===== src/hdl/tga_rle_packet_decoder_assert.svh =====
// Assertion macros for the run-length packet decoder.
// Used by the top level only; needs clk and rst_n in the including scope.
`ifndef TGA_RLE_PACKET_DECODER_ASSERT_SVH
`define TGA_RLE_PACKET_DECODER_ASSERT_SVH

// Same-cycle implication, disabled during reset.
`define TGARLE_ASSERT_NOW(label, ante, cons, msg) \
    label: assert property (@(posedge clk) disable iff (!rst_n) (ante) |-> (cons)) \
        else $error(msg);

// Next-cycle implication, disabled during reset.
`define TGARLE_ASSERT_NEXT(label, ante, cons, msg) \
    label: assert property (@(posedge clk) disable iff (!rst_n) (ante) |=> (cons)) \
        else $error(msg);

`endif


===== src/hdl/tgarle_pkg.sv =====
// Shared types and constants of the run-length packet decoder.
// No dependencies; used by every module of the block.
package tgarle_pkg;

    localparam int QUEUE_DEPTH = 4;
    localparam int QUEUE_PTR_W = $clog2(QUEUE_DEPTH);
    localparam int QUEUE_CNT_W = QUEUE_PTR_W + 1;

    localparam logic [2:0]  ELEMENT_BYTES_RESET = 3'd4;
    localparam logic [29:0] PIXEL_COUNT_RESET   = 30'd1;

    typedef enum logic [0:0] {
        CFG_ELEMENT_BYTES = 1'b0,
        CFG_PIXEL_COUNT   = 1'b1
    } cfg_index_t;

    typedef enum logic [2:0] {
        PH_HEADER  = 3'b001,
        PH_RUN     = 3'b010,
        PH_LITERAL = 3'b100
    } phase_t;

    typedef struct packed {
        logic [31:0] pixel_value;
        logic [7:0]  run_length;
        logic        frame_done;
        logic        error_flag;
    } result_t;

    typedef struct packed {
        logic push;
        logic error;
        logic halted;
    } front_status_t;

endpackage


===== src/hdl/tga_rle_packet_decoder.sv =====
// Run-length packet decoder: one encoded byte accepted per cycle while the queue has room.
// A result word passes from the front decode into the queue, then into the output
// register.
// Each accepted byte is decoded in the front end; a four-entry queue lets the
// input keep flowing while the output is stalled, until the queue is full.
// Reset (rst_n, asynchronous, active low) halts decoding until frame_start.
module tga_rle_packet_decoder (
    input  logic        clk,
    input  logic        rst_n,
    // Input byte channel.
    input  logic        in_valid,
    output logic        in_stall,
    input  logic [7:0]  data_byte,
    input  logic        frame_start,
    // Result channel.
    output logic        out_valid,
    input  logic        out_stall,
    output logic [31:0] pixel_value,
    output logic [7:0]  run_length,
    output logic        frame_done,
    output logic        error_flag,
    // Configuration write channel.
    input  logic        cfg_valid,
    output logic        cfg_ready,
    input  logic [0:0]  cfg_index,
    input  logic [29:0] cfg_data
);

    `include "tga_rle_packet_decoder_assert.svh"

    // Configuration registers. Writes are always taken; the user writes them
    // only while the decoder is idle.
    logic [2:0]  element_bytes_reg;
    logic [29:0] pixel_count_reg;

    assign cfg_ready = 1'b1;

    always_ff @(posedge clk or negedge rst_n)
    begin
        if (!rst_n)
        begin
            element_bytes_reg <= tgarle_pkg::ELEMENT_BYTES_RESET;
            pixel_count_reg   <= tgarle_pkg::PIXEL_COUNT_RESET;
        end
        else if (cfg_valid && cfg_ready)
        begin
            unique case (tgarle_pkg::cfg_index_t'(cfg_index))
                tgarle_pkg::CFG_ELEMENT_BYTES: element_bytes_reg <= cfg_data[2:0];
                tgarle_pkg::CFG_PIXEL_COUNT:   pixel_count_reg   <= cfg_data;
                default:                       pixel_count_reg   <= pixel_count_reg;
            endcase
        end
    end

    // Front end: a byte is taken whenever the queue has room, because each
    // byte produces at most one result word.
    logic                                in_accept;
    logic                                q_full;
    logic                                q_not_empty;
    logic                                q_pop;
    logic [tgarle_pkg::QUEUE_CNT_W-1:0] q_count;
    tgarle_pkg::result_t                 front_result;
    tgarle_pkg::result_t                 q_head;
    tgarle_pkg::result_t                 out_data;
    tgarle_pkg::front_status_t           front_status;

    assign in_stall  = q_full;
    assign in_accept = in_valid && !in_stall;

    tgarle_front u_front (
        .clk           (clk),
        .rst_n         (rst_n),
        .accept        (in_accept),
        .data_byte     (data_byte),
        .frame_start   (frame_start),
        .element_bytes (element_bytes_reg),
        .pixel_count   (pixel_count_reg),
        .result        (front_result),
        .status        (front_status)
    );

    // Queue of finished words between decode and delivery.
    tgarle_queue u_queue (
        .clk       (clk),
        .rst_n     (rst_n),
        .push      (front_status.push),
        .push_data (front_result),
        .pop       (q_pop),
        .head      (q_head),
        .not_empty (q_not_empty),
        .full      (q_full),
        .count     (q_count)
    );

    // Back end: output register that holds a word while the receiver stalls.
    tgarle_back u_back (
        .clk         (clk),
        .rst_n       (rst_n),
        .q_not_empty (q_not_empty),
        .q_head      (q_head),
        .q_pop       (q_pop),
        .out_stall   (out_stall),
        .out_valid   (out_valid),
        .out_data    (out_data)
    );

    assign pixel_value = out_data.pixel_value;
    assign run_length  = out_data.run_length;
    assign frame_done  = out_data.frame_done;
    assign error_flag  = out_data.error_flag;

    // A word must never be offered to a full queue.
    `TGARLE_ASSERT_NOW(a_no_overflow, front_status.push, !q_full, "result pushed into full queue")

    // An error word always leaves the decoder halted.
    `TGARLE_ASSERT_NEXT(a_error_halts, front_status.push && front_status.error,
        front_status.halted, "decoder not halted after error")

    // Error words carry zeroed pixel fields; good words a nonzero run.
    `TGARLE_ASSERT_NOW(a_error_fields, out_valid && error_flag,
        pixel_value == 32'd0 && run_length == 8'd0 && !frame_done, "error word fields set")

    `TGARLE_ASSERT_NOW(a_run_nonzero, out_valid && !error_flag,
        run_length != 8'd0, "pixel word with zero run length")

    // The queue count never runs past its depth.
    `TGARLE_ASSERT_NOW(a_count_bound, 1'b1,
        q_count <= tgarle_pkg::QUEUE_CNT_W'(tgarle_pkg::QUEUE_DEPTH), "queue count out of range")

endmodule


===== src/hdl/tgarle_front.sv =====
// Front end: parses headers, assembles pixel bytes and forms result words.
// Depends on tgarle_pkg.
module tgarle_front (
    input  logic                     clk,
    input  logic                     rst_n,
    input  logic                     accept,
    input  logic [7:0]               data_byte,
    input  logic                     frame_start,
    input  logic [2:0]               element_bytes,
    input  logic [29:0]              pixel_count,
    output tgarle_pkg::result_t      result,
    output tgarle_pkg::front_status_t status
);

    tgarle_pkg::phase_t phase_reg, phase_next, phase_cur;
    logic [1:0]  byte_index_reg, byte_index_next, byte_index_cur;
    logic [7:0]  packet_left_reg, packet_left_next, packet_left_cur;
    logic [31:0] acc_reg, acc_next, acc_cur, acc_merged;
    logic [29:0] owed_reg, owed_next, owed_cur;
    logic        halted_reg, halted_next, halted_cur;
    logic        produce;
    logic [7:0]  size;
    logic        bad_eb;
    logic [2:0]  eff_bytes;
    logic [2:0]  index_plus;
    logic [7:0]  left_dec;
    tgarle_pkg::result_t res;

    // A frame start reloads the budget before the byte itself is decoded.
    always_comb
    begin
        if (frame_start)
        begin
            phase_cur       = tgarle_pkg::PH_HEADER;
            byte_index_cur  = 2'd0;
            packet_left_cur = 8'd0;
            acc_cur         = 32'd0;
            owed_cur        = pixel_count;
            halted_cur      = 1'b0;
        end
        else
        begin
            phase_cur       = phase_reg;
            byte_index_cur  = byte_index_reg;
            packet_left_cur = packet_left_reg;
            acc_cur         = acc_reg;
            owed_cur        = owed_reg;
            halted_cur      = halted_reg;
        end
    end

    assign size       = {1'b0, data_byte[6:0]} + 8'd1;
    assign bad_eb     = (element_bytes == 3'd0) || (element_bytes > 3'd4);
    assign eff_bytes  = bad_eb ? 3'd4 : element_bytes;
    assign index_plus = {1'b0, byte_index_cur} + 3'd1;
    assign acc_merged = acc_cur | ({24'd0, data_byte} << {byte_index_cur, 3'b000});
    assign left_dec   = (packet_left_cur != 8'd0) ? packet_left_cur - 8'd1 : 8'd0;

    always_comb
    begin
        phase_next       = phase_cur;
        byte_index_next  = byte_index_cur;
        packet_left_next = packet_left_cur;
        acc_next         = acc_cur;
        owed_next        = owed_cur;
        halted_next      = halted_cur;
        produce          = 1'b0;
        res              = '0;
        if (!halted_cur)
        begin
            unique case (phase_cur)
                tgarle_pkg::PH_HEADER:
                begin
                    if (bad_eb || ({22'd0, size} > owed_cur))
                    begin
                        halted_next    = 1'b1;
                        produce        = 1'b1;
                        res.error_flag = 1'b1;
                    end
                    else
                    begin
                        owed_next        = owed_cur - {22'd0, size};
                        packet_left_next = size;
                        phase_next       = data_byte[7] ? tgarle_pkg::PH_RUN
                                                        : tgarle_pkg::PH_LITERAL;
                        byte_index_next  = 2'd0;
                        acc_next         = 32'd0;
                    end
                end
                tgarle_pkg::PH_RUN,
                tgarle_pkg::PH_LITERAL:
                begin
                    if (index_plus < eff_bytes)
                    begin
                        byte_index_next = index_plus[1:0];
                        acc_next        = acc_merged;
                    end
                    else
                    begin
                        produce         = 1'b1;
                        byte_index_next = 2'd0;
                        acc_next        = 32'd0;
                        res.pixel_value = acc_merged;
                        if (phase_cur == tgarle_pkg::PH_RUN)
                        begin
                            res.run_length   = packet_left_cur;
                            res.frame_done   = (owed_cur == 30'd0);
                            packet_left_next = 8'd0;
                            phase_next       = tgarle_pkg::PH_HEADER;
                        end
                        else
                        begin
                            res.run_length   = 8'd1;
                            res.frame_done   = (owed_cur == 30'd0) && (left_dec == 8'd0);
                            packet_left_next = left_dec;
                            if (left_dec == 8'd0)
                                phase_next = tgarle_pkg::PH_HEADER;
                        end
                        if (res.frame_done)
                            halted_next = 1'b1;
                    end
                end
                default:
                begin
                    phase_next = tgarle_pkg::PH_HEADER;
                end
            endcase
        end
    end

    always_ff @(posedge clk or negedge rst_n)
    begin
        if (!rst_n)
        begin
            phase_reg       <= tgarle_pkg::PH_HEADER;
            byte_index_reg  <= 2'd0;
            packet_left_reg <= 8'd0;
            acc_reg         <= 32'd0;
            owed_reg        <= 30'd0;
            halted_reg      <= 1'b1;
        end
        else if (accept)
        begin
            phase_reg       <= phase_next;
            byte_index_reg  <= byte_index_next;
            packet_left_reg <= packet_left_next;
            acc_reg         <= acc_next;
            owed_reg        <= owed_next;
            halted_reg      <= halted_next;
        end
    end

    assign result        = res;
    assign status.push   = accept && produce;
    assign status.error  = res.error_flag;
    assign status.halted = halted_reg;

endmodule


===== src/hdl/tgarle_queue.sv =====
// Short result queue between the front end and the output stage.
// Depends on tgarle_pkg.
module tgarle_queue (
    input  logic                                clk,
    input  logic                                rst_n,
    input  logic                                push,
    input  tgarle_pkg::result_t                 push_data,
    input  logic                                pop,
    output tgarle_pkg::result_t                 head,
    output logic                                not_empty,
    output logic                                full,
    output logic [tgarle_pkg::QUEUE_CNT_W-1:0] count
);

    tgarle_pkg::result_t                 entry_reg [tgarle_pkg::QUEUE_DEPTH];
    logic [tgarle_pkg::QUEUE_PTR_W-1:0] wr_ptr_reg, rd_ptr_reg;
    logic [tgarle_pkg::QUEUE_CNT_W-1:0] count_reg, count_next;
    logic                               do_push, do_pop;

    assign full      = (count_reg == tgarle_pkg::QUEUE_CNT_W'(tgarle_pkg::QUEUE_DEPTH));
    assign not_empty = (count_reg != '0);
    assign do_push   = push && !full;
    assign do_pop    = pop && not_empty;
    assign head      = entry_reg[rd_ptr_reg];
    assign count     = count_reg;

    always_comb
    begin
        count_next = count_reg;
        if (do_push && !do_pop)
            count_next = count_reg + 1'b1;
        else if (do_pop && !do_push)
            count_next = count_reg - 1'b1;
    end

    always_ff @(posedge clk)
    begin
        if (do_push)
            entry_reg[wr_ptr_reg] <= push_data;
    end

    always_ff @(posedge clk or negedge rst_n)
    begin
        if (!rst_n)
        begin
            wr_ptr_reg <= '0;
            rd_ptr_reg <= '0;
            count_reg  <= '0;
        end
        else
        begin
            if (do_push)
                wr_ptr_reg <= wr_ptr_reg + 1'b1;
            if (do_pop)
                rd_ptr_reg <= rd_ptr_reg + 1'b1;
            count_reg <= count_next;
        end
    end

endmodule


===== src/hdl/tgarle_back.sv =====
// Output stage: takes result words from the queue into the output register.
// Depends on tgarle_pkg.
module tgarle_back (
    input  logic                clk,
    input  logic                rst_n,
    input  logic                q_not_empty,
    input  tgarle_pkg::result_t q_head,
    output logic                q_pop,
    input  logic                out_stall,
    output logic                out_valid,
    output tgarle_pkg::result_t out_data
);

    logic                out_valid_reg;
    tgarle_pkg::result_t out_data_reg;
    logic                load;

    // The register refills when it is empty or its word leaves this cycle.
    assign load  = !out_valid_reg || !out_stall;
    assign q_pop = load && q_not_empty;

    always_ff @(posedge clk or negedge rst_n)
    begin
        if (!rst_n)
            out_valid_reg <= 1'b0;
        else if (load)
            out_valid_reg <= q_not_empty;
    end

    always_ff @(posedge clk)
    begin
        if (q_pop)
            out_data_reg <= q_head;
    end

    assign out_valid = out_valid_reg;
    assign out_data  = out_data_reg;

endmodule

===== config.mk =====
export PLATFORM = sky130hd
export DESIGN_NAME = tga_rle_packet_decoder
export DESIGN_NICKNAME = d
export VERILOG_FILES = /design/src/hdl/tgarle_pkg.sv /design/src/hdl/tga_rle_packet_decoder.sv /design/src/hdl/tgarle_front.sv /design/src/hdl/tgarle_queue.sv /design/src/hdl/tgarle_back.sv
export VERILOG_INCLUDE_DIRS = /design/src /design/src/hdl
export SDC_FILE = /design/constraint.sdc
export NUM_CORES = 1
export LEC_CHECK = 0
export BUFFER_PORTS_ARGS = -buffer_cell sky130_fd_sc_hd__buf_2
export CORE_UTILIZATION = 52
export CTS_CLUSTER_SIZE = 30
export DETAILED_ROUTE_END_ITERATION = 10
export PLACE_DENSITY = 0.72
export SYNTH_ARGS = -nofsm -noshare
export SYNTH_HDL_FRONTEND = slang
export SYNTH_SLANG_ARGS = --single-unit
export TNS_END_PERCENT = 30

===== constraint.sdc =====
create_clock -name clk -period 6.07 [get_ports clk]
set_clock_uncertainty 0.1 [all_clocks]
set_input_delay 0.9105 -clock clk [delete_from_list [all_inputs] [get_ports clk]]
set_output_delay 0.9105 -clock clk [all_outputs]
set_load 0.01 [all_outputs]

---- Word-level counts from Yosys, hierarchy flattened ----
Memory sizes are Yosys's and may differ from the RTL's. A register that Yosys moved wholly into a read port is not among the register bits.
Cells that the tools add are included.
cells by class
  add/subtract/negate cells ............... 8
  multipliers ............................. 0
  divide/modulo/power cells ............... 0
  $lt $le $gt $ge ......................... 3
  eq/ne operators ......................... 4
  shift operators ......................... 1
  mux-type cells .......................... 51
  bitwise logic cells ..................... 2
  reduce and logical (&&, ||, !) cells .... 25
operators with widths
  cell                                              count
  two-way mux 32 bit                                4
  two-way mux 30 bit                                4
  two-way mux 41 bit                                2
  case mux 32 bit (2 select lines)                  1
  two-way mux 8 bit                                 6
  two-way mux 42 bit                                1
  two-way mux 9 bit                                 4
  OR 32 bit                                         1
  << shifter 8 x 5 -> 32 bit                        1
  > comparator 8 x 30 -> 1 bit                      1
  logical NOT 30 bit                                1
  two-way mux 3 bit                                 10
  subtractor 30 x 8 -> 30 bit                       1
  case mux 8 bit (2 select lines)                   1
  two-way mux 1 bit                                 10
  adder 7 x 1 -> 8 bit, second input constant       1
  logical AND 1 bit                                 8
  logical NOT 8 bit                                 1
  two-way mux 2 bit                                 4
  nonzero test 8 bit                                1
  subtractor 8 x 1 -> 8 bit, second input constant  1
  == test 3 bit, second input constant              2
  case mux 3 bit (2 select lines)                   1
  logical NOT 1 bit                                 5
  17 further kinds                                  22
word-level totals
  flip-flop bits (word level) ............. 117
  bits in latches ......................... 0
  RAM bits ................................ 168
  bits in read-only memories .............. 0
  output and inout port bits .............. 45
  memories kept ........................... 1
memories
  memory             depth  bits a word  read ports  clocked after Yosys merged registers in  write ports  RTL line            RTL
  u_queue.entry_reg  4      42           1           1                                        1            tgarle_queue.sv:15  tgarle_pkg::result_t entry_reg [tgarle_pkg::QUEUE_DEPTH];

---- Depth between registers and ports, before layout ----
Gate-level depths: netlist of the first run.
  depth after elaboration ................. 13
  depth in mapped cells ................... 21
  depth with buffers taken out ............ 17

---- Hierarchy ----
Synthesis of the first run repeated with hierarchy kept, for this count alone.
second synthesis, totals
  cells, all modules ...................... 1,132
  area, all modules ....................... 15,357.2 sq um
modules (own cells, without submodules)
  module                  instances  cells an instance  area an instance (sq um)  sequential area each (sq um)
  tgarle_queue            1          255                6,543.8                   5,220.0
  tgarle_front            1          758                6,134.6                   1,904.3
  tga_rle_packet_decoder  1          74                 1,373.8                   828.3
  tgarle_back             1          45                 1,305.0                   1,286.2

---- Worst setup path after synthesis of the first run ----
No wires, ideal clock.
  path kind ............................... in2reg
  from .................................... input frame_start
  to ...................................... memory u_queue.entry_reg[2][0] in the netlist's numbering (enable)
  setup time .............................. 0.403 ns
  arrival ................................. 5.143 ns
  data required time ...................... 5.567 ns
  setup slack ............................. 0.424 ns
  cell stages on the path ................. 16
  buffers on the path ..................... 5
  cell sequence ........................... buf_6 > clkbuf_1 > buf_2 > buf_1 > clkbuf_1 > mux2i_1 > ha_1 > inv_1 > fa_1 > nand3_1 > a21oi_1 > nor2_1 > and3_1 > o21ai_1 > a21oi_2 > and2_1
between the ends
  longest elaborated chain between the ends .. 10
RTL lines
  what                                                                  RTL line                                RTL
  start: declaration                                                    tga_rle_packet_decoder.sv:14            input logic frame_start,
  two-way mux 30 bit or two-way mux 2 bit (tied branches)               tgarle_front.sv:32                      if (frame_start)
  > comparator 8 x 30 -> 1 bit or adder 2 x 1 -> 3 bit (tied branches)  tgarle_front.sv:74, tgarle_front.sv:55
  logical OR 1 bit or < comparator 3 bit (tied branches)                tgarle_front.sv:74, tgarle_front.sv:93
  two-way mux 1 bit (on tied branches)                                  tgarle_front.sv:74, tgarle_front.sv:93
  case mux 1 bit (2 select lines)                                       tgarle_front.sv:71                      unique case (phase_cur)
  two-way mux 1 bit *                                                   tgarle_front.sv:69                      if (!halted_cur)
  logical AND 1 bit *                                                   tgarle_front.sv:154                     assign status.push = accept && produce;
  logical AND 1 bit *                                                   tgarle_queue.sv:22                      assign do_push = push && !full;
  named net u_queue.do_push                                             tgarle_queue.sv:18                      logic do_push, do_pop;
  two-way mux 1 bit *                                                   tgarle_queue.sv:38                      if (do_push)
  two-way mux 1 bit (implied by the code) *                             tgarle_queue.sv:39                      entry_reg[wr_ptr_reg] <= push_data;
  end: declaration                                                      tgarle_queue.sv:15
Mark *: on every way through the listed nets, which the timed path passes. The rest lies on a longest branch.

---- Final worst setup path of the first run ----
  from .................................... input frame_start
  to ...................................... register u_queue.count_reg, in the netlist u_queue.count[2]
between the ends
  longest elaborated chain between the ends .. 11
RTL lines
  what                                                                  RTL line                                RTL
  two-way mux 30 bit or two-way mux 2 bit (tied branches)               tgarle_front.sv:32
  > comparator 8 x 30 -> 1 bit or adder 2 x 1 -> 3 bit (tied branches)  tgarle_front.sv:74, tgarle_front.sv:55
  logical OR 1 bit or < comparator 3 bit (tied branches)                tgarle_front.sv:74, tgarle_front.sv:93
  two-way mux 1 bit (on tied branches)                                  tgarle_front.sv:74, tgarle_front.sv:93
  case mux 1 bit (2 select lines)                                       tgarle_front.sv:71
  two-way mux 1 bit *                                                   tgarle_front.sv:69
  logical AND 1 bit *                                                   tgarle_front.sv:154
  logical AND 1 bit *                                                   tgarle_queue.sv:22
  named net u_queue.do_push                                             tgarle_queue.sv:18
  logical NOT 1 bit                                                     tgarle_queue.sv:32                      else if (do_pop && !do_push)
  logical AND 1 bit                                                     tgarle_queue.sv:32
  nonzero test 2 bit (no line)                                          -
  end signal: assignment                                                tgarle_queue.sv:56                      count_reg <= count_next;
  end: declaration                                                      tgarle_queue.sv:17                      logic [tgarle_pkg::QUEUE_CNT_W-1:0] count_reg, count_next;
Marked as above.
A chain may end at the register's enable or synchronous reset.

==> flow_summary.yaml, run 1 <==
floorplan:
  start_util: 0.533
  core-area_mm2: 0.0280
  die-area_mm2: 0.0294
  chipHeight_um: 172
  rows: 61
  io_pins: 90
  die_x_um: 172
clock_tree:
  cts_root_buf: "clkbuf_16"
  clock_sinks: 327
  post_cts_resized: 0
  cts_buffers: 35
  cts.path.max_buffers: 3
  cts_htree_levels: 2
  clkLatencyLatePin_ns: 0.53
  clkTransAtPathRegs_ns: 0.06
  ctsHoldBuffers: 0
  cts_setup_buffers: 0
  cts_tree: "built"
pwr:
  leakagePower_nw: 6.29
  power_switching_mw: 2.22
  p_int_mw: 4.94
  combPwrFrac: 0.267
  p_seq_frac: 0.441
  clockPowerShare: 0.292
  pwr_density_cell_mw_per_mm2: 425
  ir_worst_vdd_uv: 231
  p_sw_frac: 0.310
timing:
  max_slew.worst_pin.slew_ns: 1.12
  maxSlewViolCount: 0
  fin_crit_ns: 4.48
  finalSetupViolCount: 0
  finalHoldViolCount: 0
  max_slew_margin: 0.250
  setup_ws_ns: 1.59
  timing.final.crit_share: 0.738
  fmax_mhz: 223
  grt_setup_unrepaired: "false"
  setup_tns_ns: 0
critical_path:
  cpMaxStageDelayCell: "buf_2"
  crit_path_frequent_cell: "inv_1"
  crit_chain: "buf_2 -> inv_1 -> nand2_1 -> inv_1 -> ha_1 -> ha_1 -> nor4bb_1 -> a211oi_1 -> nor2_1 -> inv_1 -> a21oi_2 -> ha_1 -> inv_1 -> fa_1 -> xor2_1 -> nor2_1 -> xor2_1"
  crit_fanout: 32
  start_kind: "primary input"
  crit_type: "in -> reg"
  cp-end-kind: "register"
  critPathMaxStageDelay_ns: 0.49
  worstPathArrival_ns: 4.83
  cp_data_required_time_ns: 6.42
synthesis:
  synth_top_area_share: 0.422
  ys.flop_type: "edfxtp_1"
  synth_top_cell_by_area: "edfxtp_1"
  yosys-top-cells-area: "edfxtp_1 42%, dfrtp_1 19%, mux4_2 6.3%"
  yosys_register_bits: 327
  synth_cells: 1090
  synthesis.nets: 1157
  synth-edff-count: 210
  syn_area_mm2: 0.0149
  yosysSeqAreaShare: 0.618
  yosys_warnings: 0
  synthArstFlopShare: 0.358
  avgSynthCellArea_um2: 13.7
  ys_types: 78
routing:
  via_count: 9395
  dr.first_iter.drc_count: 726
  drc_errors: 0
  wire_per_inst_um: 19.7
  first_pass_iters: 5
  drtAntennaViolNets: 0
  wirelength_um: 30900
  viasPerCell: 6.00
grt:
  grt_pass1_wl_um: 50000
  groute.usage.overall: 0.218
  grt_pass1_vias: 9140
  grt_overflow: 0
  grt_max_degree: 76
  antenna_found_initial: 1
layout:
  finalNonFillerCells: 1567
  finalInstanceArea_mm2: 0.0169
  syn_to_final_growth_pct: 12.8
  finalNetCount: 1228
  layout_commonest_cell: "edfxtp_1"
  largest_reg_flops: 168
  drive_gt1_frac: 0.220
  mostFrequentLayoutCells: "210 x edfxtp_1, 112 x dfrtp_1, 87 x buf_2"
placement:
  io_buffers: 88
  dp_slack_ns: 1.10
  dp_hpwl_um: 19400
  place_area_mm2: 0.0157
  dpl.cell_count: 1502
  place_congestion: 0.897
min_path:
  hold_path.class: "reg -> reg"
outcome:
  outcome: "finished, final reports clean"
flow_run:
  drv_cap: 0
area by class of cell:
| cell class | count | area, um^2 |
|---|---|---|
| fillers | 2154 | 11200 |
| flip-flops and latches | 327 | 9240 |
| multi-input cells | 671 | 5340 |
| clock buffers | 49 | 1010 |
| repair buffers | 105 | 571 |
| well taps | 378 | 473 |
| clock inverters | 15 | 140 |
| inverters | 21 | 78.8 |
| diodes | 1 | 2.50 |
Yosys cell counts, types with 7 or more instances:
cell type / n
edfxtp_1: 210
dfrtp_1: 113
nand2_1: 76
nor2_1: 72
clkbuf_1: 53
mux4_2: 42
mux2_2: 40
a22o_1: 33
a22oi_1: 32
nor3_1: 25
or3_1: 25
xnor2_1: 24
o21ai_0: 22
inv_1: 21
o21ai_1: 21
ha_1: 20
mux2i_1: 20
a21oi_1: 19
nand3_1: 16
and2_1: 13
xor2_1: 13
nor2b_1: 12
a221o_1: 11
nor3b_1: 11
nor4_1: 10
buf_1: 8
o211ai_1: 8
a21o_1: 7
and3_1: 7
nand4_1: 7
or3b_1: 7
worst max-delay path, delay by kind of cell:
family / cells / cell delay, ns
and+or+nand+nor: 4 / 0.96
adders and majority gates: 4 / 1.25
AOI/OAI and AO/OA: 2 / 0.51
xor gates and xnor gates: 2 / 0.31
buffers and inverters: 5 / 0.89
per-stage QoR:
step | util | hold slack, ns | power (mW)
3_3_place_gp | 0.560 | 0.367 | 5.07
6_report | 0.602 | 0.380 | 7.17
2_1_floorplan | - | 0.352 | 4.58
4_1_cts | 0.602 | 0.385 | 7.23
3_5_place_dp | 0.560 | 0.376 | 5.12
5_1_grt | 0.602 | 0.396 | 7.55
power by group through the flow:
stage | Combinational, mW | Sequential [mW] | Clock [mW]
after floorplan | 1.41 | 3.17 | 0
after global placement | 1.89 | 3.18 | 0
after detailed placement | 1.93 | 3.20 | 0
after CTS | 1.94 | 3.16 | 2.13
after global routing | 2.12 | 3.22 | 2.21
final | 1.91 | 3.16 | 2.09
cells by family after synthesis:
| kind of cell | count (synthesis) | synth area share |
|---|---|---|
| DFF | 327 | 0.618 |
| xor gates and xnor gates | 37 | 0.0217 |
| AOI/OAI and AO/OA | 202 | 0.101 |
| buffers and inverters | 92 | 0.0260 |
| adders and majority gates | 22 | 0.0194 |
| and+or+nand+nor | 304 | 0.104 |
| muxes | 105 | 0.109 |
| other | 1 | 0.000251 |
per-layer routing:
metal,track usage,vias to the layer above,share of wire
met5,0,-,0
met4,0.0679,0,0.023
met3,0.0359,61,0.051
met2,0.346,290,0.47
met1,0.310,4727,0.45
li1,-,4317,-
final timing paths:
| path | end | cells after the start | slack (ns) | startpoint |
|---|---|---|---|---|
| worst max-delay path | u_queue.count[2] | 17 | 1.59 | frame_start |
| worst min-delay path | u_front.owed_reg[6] | 2 | 0.38 | u_front.owed_reg[6] |
| worst max register to register | u_queue.count[2] | 15 | 1.90 | element_bytes_reg[0] |
| worst min register to register | u_front.owed_reg[6] | 2 | 0.38 | u_front.owed_reg[6] |
| max in group asynchronous | u_front.acc_reg[22] | 2 | 4.31 | rst_n |
| min in group asynchronous | u_front.owed_reg[25] | 1 | 0.42 | rst_n |
Power figures use the tool's default switching activity.
==> run 2, diff against run 1 <==
- ABC_AREA: not set -> 1
- PLACE_DENSITY: 0.72 -> 0.74
- clock period: 6.07 -> 4.1 ns (I/O delays scaled with it)
==> run 2 against run 1 <==
Effect of this change:
- critical path type is now reg -> reg
- utilization barely moved
- clock power rose by 50%
- final area rose by 5.9%
- sequential cell count did not move
- first-iteration DRC count rose by 47%
- combinational power rose by 120%
- cell count rose by 39%
==> flow_summary.yaml, run 2 <==
synthesis:
  yosys_warnings: 0
  yosysMostFrequentCell: "nand2_1"
  syn_area_mm2: 0.0157
  avgSynthCellArea_um2: 9.38
  yosysSeqAreaShare: 0.589
  synthesis.nets: 1738
  synth_top_area_share: 0.402
  yosys_register_bits: 327
  ys_types: 48
  synth_common_cells: "290 x nand2_1, 236 x nor2_1, 210 x edfxtp_1"
  synth_top_cell_by_area: "edfxtp_1"
  synth_cells: 1671
  yosys-top-cells-area: "edfxtp_1 40%, dfrtp_1 18%, nand2_1 6.9%"
  synthArstFlopShare: 0.358
  synth-edff-count: 210
  ys.flop_type: "edfxtp_1"
clock_tree:
  post_cts_resized: 0
  clkLatencyLatePin_ns: 0.52
  clock_sinks: 327
  cts_htree_levels: 2
  cts_tree: "built"
  cts.path.max_buffers: 3
  clkTransAtPathRegs_ns: 0.06
  cts_root_buf: "clkbuf_16"
  cts_buffers: 35
layout:
  layout_commonest_cell: "nand2_1"
  seqCellArea_mm2: 0.00924
  mostFrequentLayoutCells: "289 x nand2_1, 230 x nor2_1, 210 x edfxtp_1"
  multi_input_area_mm2: 0.00539
  drive_gt1_frac: 0.133
  syn_to_final_growth_pct: 13.8
  finalInstanceArea_mm2: 0.0178
  final_core_util: 0.602
  fillers: 2546
  antenna_cells: 0
  finalNetCount: 1826
  largest_reg_flops: 168
  finalNonFillerCells: 2176
timing:
  timing.final.crit_share: 0.888
  fmax_mhz: 275
  setup_ws_ns: 0.460
  max_slew_margin: 0.337
  maxSlewViolCount: 0
  max_slew.worst_pin.slew_ns: 0.994
  finalHoldViolCount: 0
  fin_crit_ns: 3.64
  whs_ns: 0.219
  finalSetupViolCount: 0
  grt_setup_unrepaired: "false"
routing:
  drtAntennaViolNets: 0
  viasPerCell: 5.54
  wirelength_um: 35400
  wire_per_inst_um: 16.3
  dr.first_iter.drc_count: 1065
  via_count: 12100
  first_pass_iters: 5
  drc_errors: 0
floorplan:
  die_x_um: 176
  die-area_mm2: 0.0309
  io_pins: 90
  chipHeight_um: 176
  rows: 63
  core-area_mm2: 0.0296
  start_util: 0.529
pwr:
  p_int_mw: 7.61
  clockPowerShare: 0.261
  combPwrFrac: 0.344
  p_seq_frac: 0.395
  leakagePower_nw: 7.66
  ir_worst_vdd_uv: 371
  p_sw_frac: 0.367
  pwr_density_cell_mw_per_mm2: 674
  power_switching_mw: 4.42
grt:
  antenna_found_initial: 0
  grt_pass1_vias: 11300
  grt_overflow: 0
  grt_pass1_wl_um: 57200
  groute.usage.overall: 0.232
  grt_max_degree: 86
critical_path:
  crit_type: "reg -> reg"
  worstPathArrival_ns: 3.94
  critPathMaxStageDelay_ns: 0.46
  crit_path_frequent_cell: "inv_1"
  crit_chain: "o21ai_0 -> ha_1 -> inv_1 -> fa_1 -> nand2_1 -> nand2_1 -> nand3_1 -> nand3_1 -> nor2_2 -> nand2_4 -> a21oi_2 -> o21ai_2 -> inv_1 -> ha_1 -> inv_1 -> fa_1 -> a21oi_1 -> o21ai_0 -> xor2_1"
  crit_fanout: 4
  start_kind: "register"
  cpMaxStageDelayCell: "fa_1"
  cp-end-kind: "register"
  cp_data_required_time_ns: 4.40
placement:
  dp_slack_ns: 0.0138
  place_congestion: 0.921
  dpl.cell_count: 2111
  place_area_mm2: 0.0167
  io_buffers: 88
  dp_hpwl_um: 23600
min_path:
  hold_path.class: "in -> reg"
flow_run:
  drv_cap: 0
outcome:
  outcome: "finished, final reports clean"
## run 2: final timing paths
path | start | cells past startpoint | slack [ns] | to
worst max-delay path | pixel_count_reg[0] | 19 | 0.46 | u_queue.count[2]
worst min-delay path | cfg_data[12] | 2 | 0.22 | pixel_count_reg[12]
worst max register to register | pixel_count_reg[0] | 19 | 0.46 | u_queue.count[2]
worst min register to register | u_front.packet_left_reg[4] | 2 | 0.38 | u_front.packet_left_reg[4]
max in group asynchronous | rst_n | 3 | 2.58 | u_queue.rd_ptr_reg[0]
min in group asynchronous | rst_n | 2 | 0.48 | u_front.owed_reg[24]
## run 2: final cells by class
type,count,share of cell area
clock buffers,47,0.0516
clock inverters,17,0.0120
inverters,186,0.0391
multi-input cells,1074,0.302
flip-flops and latches,327,0.518
well taps,390,0.0274
repair buffers,135,0.0497
## run 2: repair_timing
item	CTS	global route
setup buffers	0	0
hold buffers	1	0
endpoints found under the hold margin	29	0
## run 2: power by group through the flow
| stage | Combinational (mW) | Sequential, mW | Clock [mW] |
|---|---|---|---|
| after floorplan | 2.83 | 4.87 | 0 |
| after detailed placement | 4.11 | 4.81 | 0 |
| after global routing | 4.64 | 4.82 | 3.30 |
| final | 4.14 | 4.75 | 3.14 |
| after CTS | 4.13 | 4.75 | 3.19 |
| after global placement | 4.00 | 4.78 | 0 |
## run 2: layer usage
layer,vias to the layer above,part of all wire,global-route usage
met5,-,0,0
met4,0,0.040,0.106
met3,95,0.054,0.0275
met2,424,0.48,0.384
met1,5706,0.43,0.308
li1,5833,-,-
## run 2: worst max-delay path, delay by kind of cell, from the launching register on
kind / cells / cell delay (ns)
AOI/OAI and AO/OA: 5 / 0.81
buffers and inverters: 3 / 0.26
xor gates and xnor gates: 1 / 0.15
DFF: 1 / 0.38
and+or+nand+nor: 6 / 0.62
adders and majority gates: 4 / 1.21
## run 2: metrics by stage
| stage | power (mW) | setup TNS, ns |
|---|---|---|
| floorplan | 7.70 | -48.46 |
| global route | 12.8 | 0 |
| finish | 12.0 | 0 |
| CTS | 12.1 | 0 |
| detailed placement | 8.91 | 0 |
| global placement | 8.78 | 0 |
## run 2: cell families (layout without fill, tap and decap cells)
group / after synthesis / in the layout / share of synthesized area
flip-flops: 327 / 327 / 0.589
multiplexers: 9 / 9 / 0.00646
XOR/XNOR: 19 / 19 / 0.0106
AO/OA/AOI/OAI: 356 / 356 / 0.125
other: 1 / 1 / 0.000239
buffers and inverters: 270 / 385 / 0.0697
AND/OR/NAND/NOR: 667 / 667 / 0.181
adder cells (fa/ha/maj): 22 / 22 / 0.0185
